### src/rtl/rgb_window_median_filter_defines.svh
// Assertion macros for the RGB window median filter.
// Included by the RTL files that carry assertions; no dependencies.
`ifndef RGB_WINDOW_MEDIAN_FILTER_DEFINES_SVH
`define RGB_WINDOW_MEDIAN_FILTER_DEFINES_SVH

// antecedent implies consequent in the same cycle
`define RWMF_ASSERT_IMP(lbl, clk, rstn, ante, cons) \
  lbl: assert property (@(posedge clk) disable iff (!rstn) (ante) |-> (cons)) \
    else $error("assertion failed");

// antecedent implies consequent in the next cycle
`define RWMF_ASSERT_NXT(lbl, clk, rstn, ante, cons) \
  lbl: assert property (@(posedge clk) disable iff (!rstn) (ante) |=> (cons)) \
    else $error("assertion failed");

`endif

### src/rtl/rwmf_pkg.sv
// Shared types and constants of the RGB window median filter.
// No dependencies.
package rwmf_pkg;

  localparam int unsigned MaxWidth     = 1024;
  localparam int unsigned MaxHalfWidth = 3;
  localparam int unsigned LineRows     = 2 * MaxHalfWidth + 2;
  localparam int unsigned ColW         = $clog2(MaxWidth);
  localparam int unsigned RowSelW      = $clog2(LineRows);
  localparam int unsigned AddrW        = ColW + RowSelW;
  localparam int unsigned PixW         = 24;
  localparam int unsigned CntW         = 6;

  localparam logic [1:0] RegWidth  = 2'd0;
  localparam logic [1:0] RegHeight = 2'd1;
  localparam logic [1:0] RegHalf   = 2'd2;

  localparam logic CmdPixel = 1'b0;

  // control from the sequencer to each rank selector
  typedef struct packed {
    logic       init;
    logic [2:0] bit_idx;
    logic       data_vld;
    logic       data_last;
  } sel_ctl_t;

endpackage

### src/rtl/rwmf_rank_sel.sv
// Bitwise rank selector: finds the value of given rank among a stream,
// one bit per pass over the window, MSB first. Depends on rwmf_pkg.
module rwmf_rank_sel (
  input  logic                         clk_i,
  input  logic                         rst_ni,
  input  rwmf_pkg::sel_ctl_t           ctl_i,
  input  logic [rwmf_pkg::CntW-1:0]    rank_i,
  input  logic [7:0]                   val_i,
  output logic [7:0]                   result_o
);

  logic [rwmf_pkg::CntW-1:0] k_q, k_d, cnt_q, cnt_d, cnt_tot;
  logic [7:0]                p_q, p_d, mask;
  logic                      match;

  assign mask    = 8'hFF << ctl_i.bit_idx;
  assign match   = (val_i & mask) == p_q;
  assign cnt_tot = cnt_q + rwmf_pkg::CntW'(match);

  always_comb begin
    k_d   = k_q;
    p_d   = p_q;
    cnt_d = cnt_q;
    if (ctl_i.init) begin
      k_d   = rank_i;
      p_d   = '0;
      cnt_d = '0;
    end else if (ctl_i.data_vld) begin
      cnt_d = cnt_tot;
      if (ctl_i.data_last) begin
        cnt_d = '0;
        // fewer than rank+1 values below: the bit is one
        if (k_q >= cnt_tot) begin
          p_d = p_q | (8'd1 << ctl_i.bit_idx);
          k_d = k_q - cnt_tot;
        end
      end
    end
  end

  always_ff @(posedge clk_i or negedge rst_ni) begin
    if (!rst_ni) begin
      k_q   <= '0;
      p_q   <= '0;
      cnt_q <= '0;
    end else begin
      k_q   <= k_d;
      p_q   <= p_d;
      cnt_q <= cnt_d;
    end
  end

  assign result_o = p_q;

endmodule

### config.mk
export PLATFORM = sky130hd
export DESIGN_NAME = rwmf_rank_sel
export DESIGN_NICKNAME = d
export VERILOG_FILES = /design/src/rtl/rgb_window_median_filter_defines.svh /design/src/rtl/rwmf_pkg.sv /design/src/rtl/rwmf_rank_sel.sv
export SDC_FILE = /design/constraint.sdc
export NUM_CORES = 1
export LEC_CHECK = 0
export BUFFER_PORTS_ARGS = -buffer_cell sky130_fd_sc_hd__buf_2
export CAP_MARGIN = 10
export CORE_MARGIN = 3
export CORE_UTILIZATION = 38
export CTS_CLUSTER_DIAMETER = 30
export CTS_CLUSTER_SIZE = 12
export DETAILED_ROUTE_END_ITERATION = 12
export GPL_TIMING_DRIVEN = 0
export HOLD_SLACK_MARGIN = 0.06
export PLACE_DENSITY_LB_ADDON = 0.1
export RECOVER_POWER = 50
export SYNTH_ARGS = -nofsm -noshare
export SYNTH_HDL_FRONTEND = slang
export SYNTH_SLANG_ARGS = --single-unit
### constraint.sdc
create_clock -name clk_i -period 3.86 [get_ports clk_i]
set_input_delay 0.579 -clock clk_i [delete_from_list [all_inputs] [get_ports clk_i]]
set_output_delay 0.579 -clock clk_i [all_outputs]
set_load 0.005 [all_outputs]
======== Word level (Yosys, flattened, before mapping) ========
Cells that the tools add are included.
operators by class
  add/sub/neg operators ................... 2
  magnitude comparators ................... 1
  eq/ne operators ......................... 1
  shift operators ......................... 2
  mux-type cells .......................... 11
  bitwise operators ....................... 2
  reduce and logical (&&, ||, !) cells .... 4
operators by type and width
  kind                                             count
  two-way mux 6 bit                                7
  two-way mux 8 bit                                4
  bitwise AND 8 bit                                1
  == test 8 bit                                    1
  OR 8 bit                                         1
  left shift 1 x 3 -> 8 bit, first input constant  1
  left shift 8 x 3 -> 8 bit, first input constant  1
  adder 6 x 1 -> 6 bit                             1
  greater-or-equal comparator 6 bit                1
  nonzero test 2 bit                               3
  subtractor 6 bit                                 1
  AND reduction 3 bit                              1
storage, ports and cells
  register bits ........................... 20
  input bits .............................. 22
  output and inout port bits .............. 8
  logic and storage cells ................. 26

======== Logic depth before layout (Yosys ltp) ========
Gate-level depths: netlist of run 1.
  depth after elaboration ................. 9
  gate-level depth with buffers ........... 17
  depth with buffers taken out ............ 15

======== Worst setup path after synthesis of run 1 ========
No wires, ideal clock.
  kind .................................... input port to flip-flop
  from .................................... input port ctl_i[2] (netlist name)
  to ...................................... register p_q[7], in the netlist result_o[7]
  library setup time ...................... 132 ps
  data arrival time ....................... 3,258 ps
  path slack .............................. 470 ps
  stages on the path ...................... 17
  path buffers ............................ 2
  cell sequence ........................... buf_2 -> nor2b_1 -> nand3_1 -> o31ai_1 -> a22oi_1 -> nor4_1 -> ha_1 -> ha_1 -> and3_1 -> xnor2_1 -> ha_1 -> o21a_2 -> o211ai_2 -> a31oi_4 -> buf_6 -> a41oi_2 -> nor2_1
between the ends
  word-level cells in the longest chain between the ends .. 7
  elaborated cells on any way between the ends .. 13
  those cells by class .................... 1 x add/sub; 1 x order compare; 1 x eq/ne; 2 x shift; 4 x mux; 2 x bitwise; 2 x reduce/logical
RTL lines
  element                               line                 RTL
  start: declaration                    rwmf_rank_sel.sv:6   input rwmf_pkg::sel_ctl_t ctl_i,
  left shift 8 x 3 -> 8 bit             rwmf_rank_sel.sv:16  assign mask = 8'hFF << ctl_i.bit_idx;
  bitwise AND 8 bit                     rwmf_rank_sel.sv:17  assign match = (val_i & mask) == p_q;
  == test 8 bit                         rwmf_rank_sel.sv:17
  adder 6 x 1 -> 6 bit                  rwmf_rank_sel.sv:18  assign cnt_tot = cnt_q + rwmf_pkg::CntW'(match);
  greater-or-equal comparator 6 bit     rwmf_rank_sel.sv:33  if (k_q >= cnt_tot) begin
  nonzero test 2 bit (no source line)   -
  AND reduction 3 bit (no source line)  -
  end signal: assignment                rwmf_rank_sel.sv:48  p_q <= p_d;
  end: declaration                      rwmf_rank_sel.sv:13  logic [7:0] p_q, p_d, mask;
Parallel ways exist; a longest one is shown, timed or not. The select of a mux whose other input is x is not followed.
A chain may end at the register's enable or synchronous reset.

======== Worst setup path after layout of run 1 ========
Same ends and word-level chain as after synthesis.

==> results.md, run 1 <==
* Status: finished, final reports clean
* Longest Clk Path Bufs at 2
* Die H at ~67 um
* Max-Cap Viols at 0
* H-Tree Depth at 1
* Fraction of layout cells with a size suffix above 1 at approximately 20%
* Fill cell count at ~370
* WP data required at 3.99 ns
* Cell Area, Synth at 0.00140 mm^2
* Post-synthesis sequential area ratio at 35.9%
* Total Power at between 400 and 500 uW
* Setup TNS at 0 ns
* Placed cell count at between 200 and 250
* Startpoint type of the worst setup path: primary input
* Final WL at roughly 3000 um
* Area growth, synth to finish at 16.2%
* Port bufs at 26
* Slew headroom at between 20% and 30%
* Row count at 21
* Hold-fix buffers at CTS at 0
* Seq. cell area at between 500 and 600 um^2
* Cells resized by post-CTS repair at 0
* Period utilization at approximately nine tenths
* Sw frac at slightly below 30%
* Worst skew pair latency at ~0.26 ns
* Synth warnings at 0
* CTS tree: yes
* Register bit total from synthesis at 20
* Final std cells w/o fill at around 230
* Vias per std cell at 5.26
* Unique masters post-synth at 41
* Worst EP arrival at ~3.7 ns
* Sw power at around 150 uW
* Area post-placement at approximately 0.0016 mm^2
* Total CTS buffers at 3
* Final setup violating endpoints at 0
* Initial DRC count at between 50 and 60
* Worst Hold Class: primary input to asynchronous set/reset pin
* Pwr dens at about 300 mW/mm^2
* Antenna viol nets, final at 0
* Die Area at around 0.0044 mm^2
* Multi-input gate area at around 830 um^2
* Core Area at about 0.0034 mm^2
* Vias in the first global route at 1084
* Clk root buf: clkbuf_8
* Post-synth EDFFs at 0
* Critical path class: primary input to register
* RSZ-0062 raised after global routing: no
* HPWL Detailed at 2380 um
* Mapped Cells at ~150
* DR vias at 1199
* Logic pwr share at 26.0%
* Top FF cell, synth: dfrtp_1
* Syn Nets at 184
* IO Count at 30
* Achievable frequency at 0.283 GHz
* Worst Tran Pin Value at about 1.1 ns
* Starting Density at 40.5%
* Setup Buffers After CTS at 0
* Total GRT Usage at between 10% and 20%
* Clock slew at reported path FFs at 0.08 ns
* Avg Inst Size Synth at a little over 9 um^2
* Pre-antenna DRT Iters at 4
* Die Wd at between 60 and 70 um
* Maximum VDD drop at between 0.0001 and 0.00015 V
* LEAKAGE at between 0.7 and 0.8 nW
* Post-layout min period at ~3.5 ns
* Largest net degree at the start of global routing at 21
* Fin area at ~0.0016 mm^2
* Clk sink count at 20
* # DRC at 0
* Seq pwr share at 45.8%
* First-pass GRT wire length at approximately 5000 um
* Internal power at between 300 and 400 uW
* RePlAce Congestion at 0.809
* Clock power share at roughly 28%
* Worst setup EP type: register
* Skew final at ~0.0039 ns
* Final Max Slew Viols at 0
* # diodes at 0
* Routed wire length per instance at between 10 and 15 um
* Final hold vios at 0
* Crit Path Max Fanout at 10
* Asr flop ratio synth at 100%
* Initial antenna violation count at 0
* Total gr overflow at 0
* # nets final at 215
-- cell families after synthesis --
logic type,after synthesis,share of synthesized area [%]
adders and majority gates,9,8.61
AOI/OAI and AO/OA,41,21.4
DFF,20,35.9
buffers and inverters,14,4.48
and+or+nand+nor,51,17.8
muxes,5,3.59
xor gates and xnor gates,13,8.16
-- metal layers --
layer  vias up  track usage, %  wire length (um)
li1        602               -                 -
met1       574            21.0              1470
met3         2            4.22               136
met2        21            23.1              1440
met4         0            2.28                11
met5         -               0                 0
-- power by group through the flow --
stage / logic, mW / clock network [mW] / registers [mW]
after global routing: 0.144 / 0.151 / 0.228
after detailed placement: 0.129 / 0 / 0.230
after floorplan: 0.0929 / 0 / 0.229
after global placement: 0.126 / 0 / 0.230
after CTS: 0.129 / 0.144 / 0.226
final: 0.128 / 0.139 / 0.226
-- final timing paths --
| check | from | to | slack [ns] | depth (start not counted) |
|---|---|---|---|---|
| worst min register to register | result_o[4] | result_o[4] | 0.54 | 2 |
| worst max register to register | result_o[1] | result_o[7] | 0.44 | 16 |
| worst min-delay path | rst_ni | cnt_q[5] | 0.52 | 1 |
| worst max-delay path | ctl_i[2] | result_o[7] | 0.33 | 17 |
| max in group asynchronous | rst_ni | cnt_q[1] | 2.66 | 1 |
| min in group clk_i | rank_i[4] | k_q[4] | 0.52 | 3 |
-- per-stage QoR --
stage | setup WS (ns) | hold slack (ns) | util, %
CTS | 0.350 | 0.283 | 47.2
global placement | 0.0838 | 0.524 | 46.0
finish | 0.328 | 0.518 | 47.1
detailed placement | 0.0801 | 0.533 | 46.0
floorplan | 0.470 | 0.283 | -
global route | 0.0144 | 0.540 | 47.1
-- flip-flops by register name, summed over array words and instances (netlist names) --
signal,count
cnt_q,6
k_q,6
result_o,8
-- layout by cell type (no fill, tap or decap), drive strengths merged, types with 3 or more instances in the layout --
master	netlist	final
nand2b	4	4
xnor2	11	11
a22oi	3	3
clkbuf	3	8
buf	3	27
mux2i	5	5
nand3b	3	3
dfrtp	20	20
a31oi	7	7
nor2	17	17
a21oi	7	7
inv	8	8
o21ai	11	11
nor2b	5	5
nand2	11	11
ha	8	8
-- worst max-delay path, stage by stage --
cell	delay, ns
buf_2	0.16
nor2b_1	0.21
nand3_1	0.11
o31ai_1	0.08
a22oi_1	0.12
nor4_1	0.31
ha_1	0.23
ha_1	0.21
and3_1	0.22
xnor2_1	0.17
ha_1	0.32
o21a_2	0.22
o211ai_2	0.18
a31oi_4	0.10
buf_6	0.19
a41oi_2	0.18
nor2_1	0.06
-- cell usage after synthesis, types with 2 or more instances --
library cell | instances | area [um^2]
a21oi_1 | 6 | 30.0
a22oi_1 | 3 | 22.5
a31oi_1 | 6 | 37.5
and3_1 | 2 | 12.5
buf_2 | 2 | 10.0
clkbuf_1 | 3 | 11.3
dfrtp_1 | 20 | 500
ha_1 | 8 | 100
inv_1 | 8 | 30.0
mux2i_1 | 5 | 50.1
nand2_1 | 11 | 41.3
nand2b_1 | 4 | 25.0
nand3_1 | 2 | 10.0
nand3b_1 | 3 | 22.5
nor2_1 | 17 | 63.8
nor2b_1 | 5 | 31.3
nor3_1 | 2 | 10.0
o21ai_0 | 11 | 55.1
o22ai_1 | 2 | 12.5
xnor2_1 | 11 | 96.3
xor2_1 | 2 | 17.5
-- layout make-up --
cell class | count | area share (%)
Buffer | 6 | 2.01
Clock buffer | 3 | 2.55
Inverter | 8 | 1.85
Multi-Input combinational cell | 119 | 51.3
Sequential cell | 20 | 30.9
Tap cell | 46 | 3.55
Timing Repair Buffer | 26 | 7.87
Power figures use the tool's default switching activity.
==> inputs of run 2 (changes only) <==
--- a/config.mk
+++ b/config.mk
@@ -7,8 +7,7 @@
 export LEC_CHECK = 0
 export BUFFER_PORTS_ARGS = -buffer_cell sky130_fd_sc_hd__buf_2
 export CAP_MARGIN = 10
-export CORE_MARGIN = 3
-export CORE_UTILIZATION = 38
+export CORE_UTILIZATION = 30
 export CTS_CLUSTER_DIAMETER = 30
 export CTS_CLUSTER_SIZE = 12
 export DETAILED_ROUTE_END_ITERATION = 12
==> results.md, run 2 (same netlist as run 1, synthesis figures left out) <==
* Worst skew pair latency at 0.26 ns (about the same)
* Internal power at 415 uW (+20%)
* Clock slew at reported path FFs at 0.09 ns (about the same)
* Row count at 24 (+14%)
* Final hold vios at 0 (unchanged)
* Cells resized by post-CTS repair at 0 (unchanged)
* Antenna viol nets, final at 0 (unchanged)
* Vias per std cell at 5.17 (-1.7%)
* Sw power at 155 uW (+5.7%)
* # diodes at 0 (unchanged)
* Startpoint type of the worst setup path: primary input
* Total GRT Usage at 13.8% (-1.1 points)
* Seq pwr share at 39.5% (-6.3 points)
* Slew headroom at 20.9% (-2.8 points)
* Routed wire length per instance at 13.4 um (+0.23%)
* Max FFs per register at 8 (unchanged)
* Most frequent CP cell: ha_1
* Area post-placement at 0.00159 mm^2 (+0.47%)
* RePlAce Congestion at 0.761 (-5.8%)
* RSZ-0062 raised after global routing: no
* Dpl ws at 0.0605 ns (-0.0195 ns)
* Setup TNS at 0 ns (unchanged)
* Delay-heaviest family, CP: simple AND/OR/NAND/NOR gates
* Largest net degree at the start of global routing at 21 (unchanged)
* LEAKAGE at 0.732 nW (+2.0%)
* Die Wd at 70.2 um (+5.4%)
* Worst setup EP type: register
* Fraction of layout cells with a size suffix above 1 at 20.8% (+0.44 points)
* Pwr dens at 344 mW/mm^2 (+13%)
* Longest Clk Path Bufs at 2 (unchanged)
* CP max stage cell: nor4_1
* Port bufs at 26 (unchanged)
* Final setup margin at 0.367 ns (+0.0384 ns)
* Vias in the first global route at 1217 (+12%)
* Crit Path Max Fanout at 10 (unchanged)
* Clock power share at 38.0% (+9.8 points)
* Bufs and invs on worst path at 2 (unchanged)
* Worst Tran Pin Value at 1.19 ns (+0.0422 ns)
* Total gr overflow at 0 (unchanged)
* Die H at 70.2 um (+5.4%)
* Slowest cell delay on critical path at 0.33 ns (about the same)
* Worst EP arrival at 3.63 ns (-0.03 ns)
* # DRC at 0 (unchanged)
* Final Max Slew Viols at 0 (unchanged)
* Period utilization at 90.5% (-0.99 points)
* IO Count at 30 (unchanged)
* Post-layout min period at 3.49 ns (-0.0384 ns)
* Sw frac at 27.3% (-2.6 points)
* Total CTS buffers at 3 (unchanged)
* Maximum VDD drop at 0.000165 V (+10%)
* Most common cell after layout, fill and taps aside: buf_2
* Fill cell count at 466 (+25%)
* Fin area at 0.00166 mm^2 (+2.3%)
* Clk root buf: clkbuf_8
* Area growth, synth to finish at 18.9%
* Seq. cell area at 500 um^2 (unchanged)
* Achievable frequency at 0.286 GHz (+1.1%)
* H-Tree Depth at 1 (unchanged)
* Clk sink count at 20 (unchanged)
* Die Area at 0.00493 mm^2 (+11%)
* Max-Cap Viols at 0 (unchanged)
* Worst Hold Class: primary input to register
* Commonest cells after routing, fill and taps aside: buf_2, dfrtp_1, nor2_1
* Final WL at 3160 um (+3.3%)
* Status: finished, final reports clean
* DR vias at 1215 (+1.3%)
* Setup Buffers After CTS at 0 (unchanged)
* # nets final at 215 (unchanged)
* Critical path, cell by cell: buf_2, nor2b_1, nand3_1, o31ai_1, a22oi_1, nor4_1, ha_1, ha_1, and3_1, xnor2_1, ha_1, o21a_2, o211ai_2, a31oi_4, buf_6, a41oi_2, nor2_1
* Hold-fix buffers at CTS at 0 (unchanged)
* Critical path class: primary input to register
* Core Area at 0.00441 mm^2 (+28%)
* Initial DRC count at 35 (-31%)
* Hold_ws at 0.515 ns (-0.00324 ns)
* CTS tree: yes
* First-pass GRT wire length at 5460 um (+6.3%)
* Skew final at 0.00548 ns (+0.00157 ns)
* WP data required at 4.00 ns (about the same)
* Starting Density at 31.6% (-8.9 points)
* Multi-input gate area at 832 um^2 (unchanged)
* Final setup violating endpoints at 0 (unchanged)
* Logic pwr share at 22.5% (-3.5 points)
* Pre-antenna DRT Iters at 4 (unchanged)
* Initial antenna violation count at 0 (unchanged)
* HPWL Detailed at 2420 um (+1.8%)
run 2: layout make-up:
type | count | share of cell area (%)
inverters | 8 | 1.81
clock buffers | 3 | 2.49
repair buffers | 26 | 7.69
well taps | 52 | 3.92
multi-input cells | 119 | 50.2
flip-flops and latches | 20 | 30.2
clock inverters | 1 | 1.81
plain buffers | 6 | 1.96
run 2: worst paths after layout:
kind / from / end / slack [ns] / cells past startpoint
min in group asynchronous: rst_ni / k_q[4] / 0.53 / 1
max in group asynchronous: rst_ni / result_o[7] / 2.62 / 1
worst max register to register: result_o[1] / result_o[7] / 0.44 / 16
worst max-delay path: ctl_i[2] / result_o[7] / 0.37 / 17
worst min register to register: cnt_q[0] / cnt_q[0] / 0.55 / 2
worst min-delay path: rank_i[3] / k_q[3] / 0.51 / 3
run 2: power by group through the flow:
stage,Clock [mW],Combinational (mW),Sequential (mW)
2_1_floorplan,0,0.0929,0.229
3_3_place_gp,0,0.127,0.230
3_5_place_dp,0,0.129,0.230
4_1_cts,0.222,0.130,0.226
5_1_grt,0.231,0.144,0.227
6_report,0.216,0.128,0.225
run 2: worst register-to-register path: stages, from the launching register on:
cell and delay, ns:
dfrtp_1 0.43, xnor2_1 0.17, nand3_1 0.09, o31ai_1 0.07
a22oi_1 0.13, nor4_1 0.33, ha_1 0.23, ha_1 0.22
and3_1 0.22, xnor2_1 0.15, ha_1 0.30, o21a_2 0.22
o211ai_2 0.18, a31oi_4 0.10, buf_6 0.20, a41oi_2 0.20
nor2_1 0.06
run 2: routing by layer:
metal  vias to the layer above  routed length [um]  global-route usage [%]
li1                        609                   -                       -
met1                       587                1640                    19.5
met2                        17                1410                    21.8
met3                         2                  95                    2.60
met4                         0                  17                    3.33
met5                         -                   0                       0
run 2: through the flow:
stage	total power [mW]	utilization [%]	instances
2_1_floorplan	0.322	-	153
3_3_place_gp	0.357	36.0	231
3_5_place_dp	0.359	36.0	231
4_1_cts	0.578	37.6	235
5_1_grt	0.602	37.6	235
6_report	0.570	37.6	235
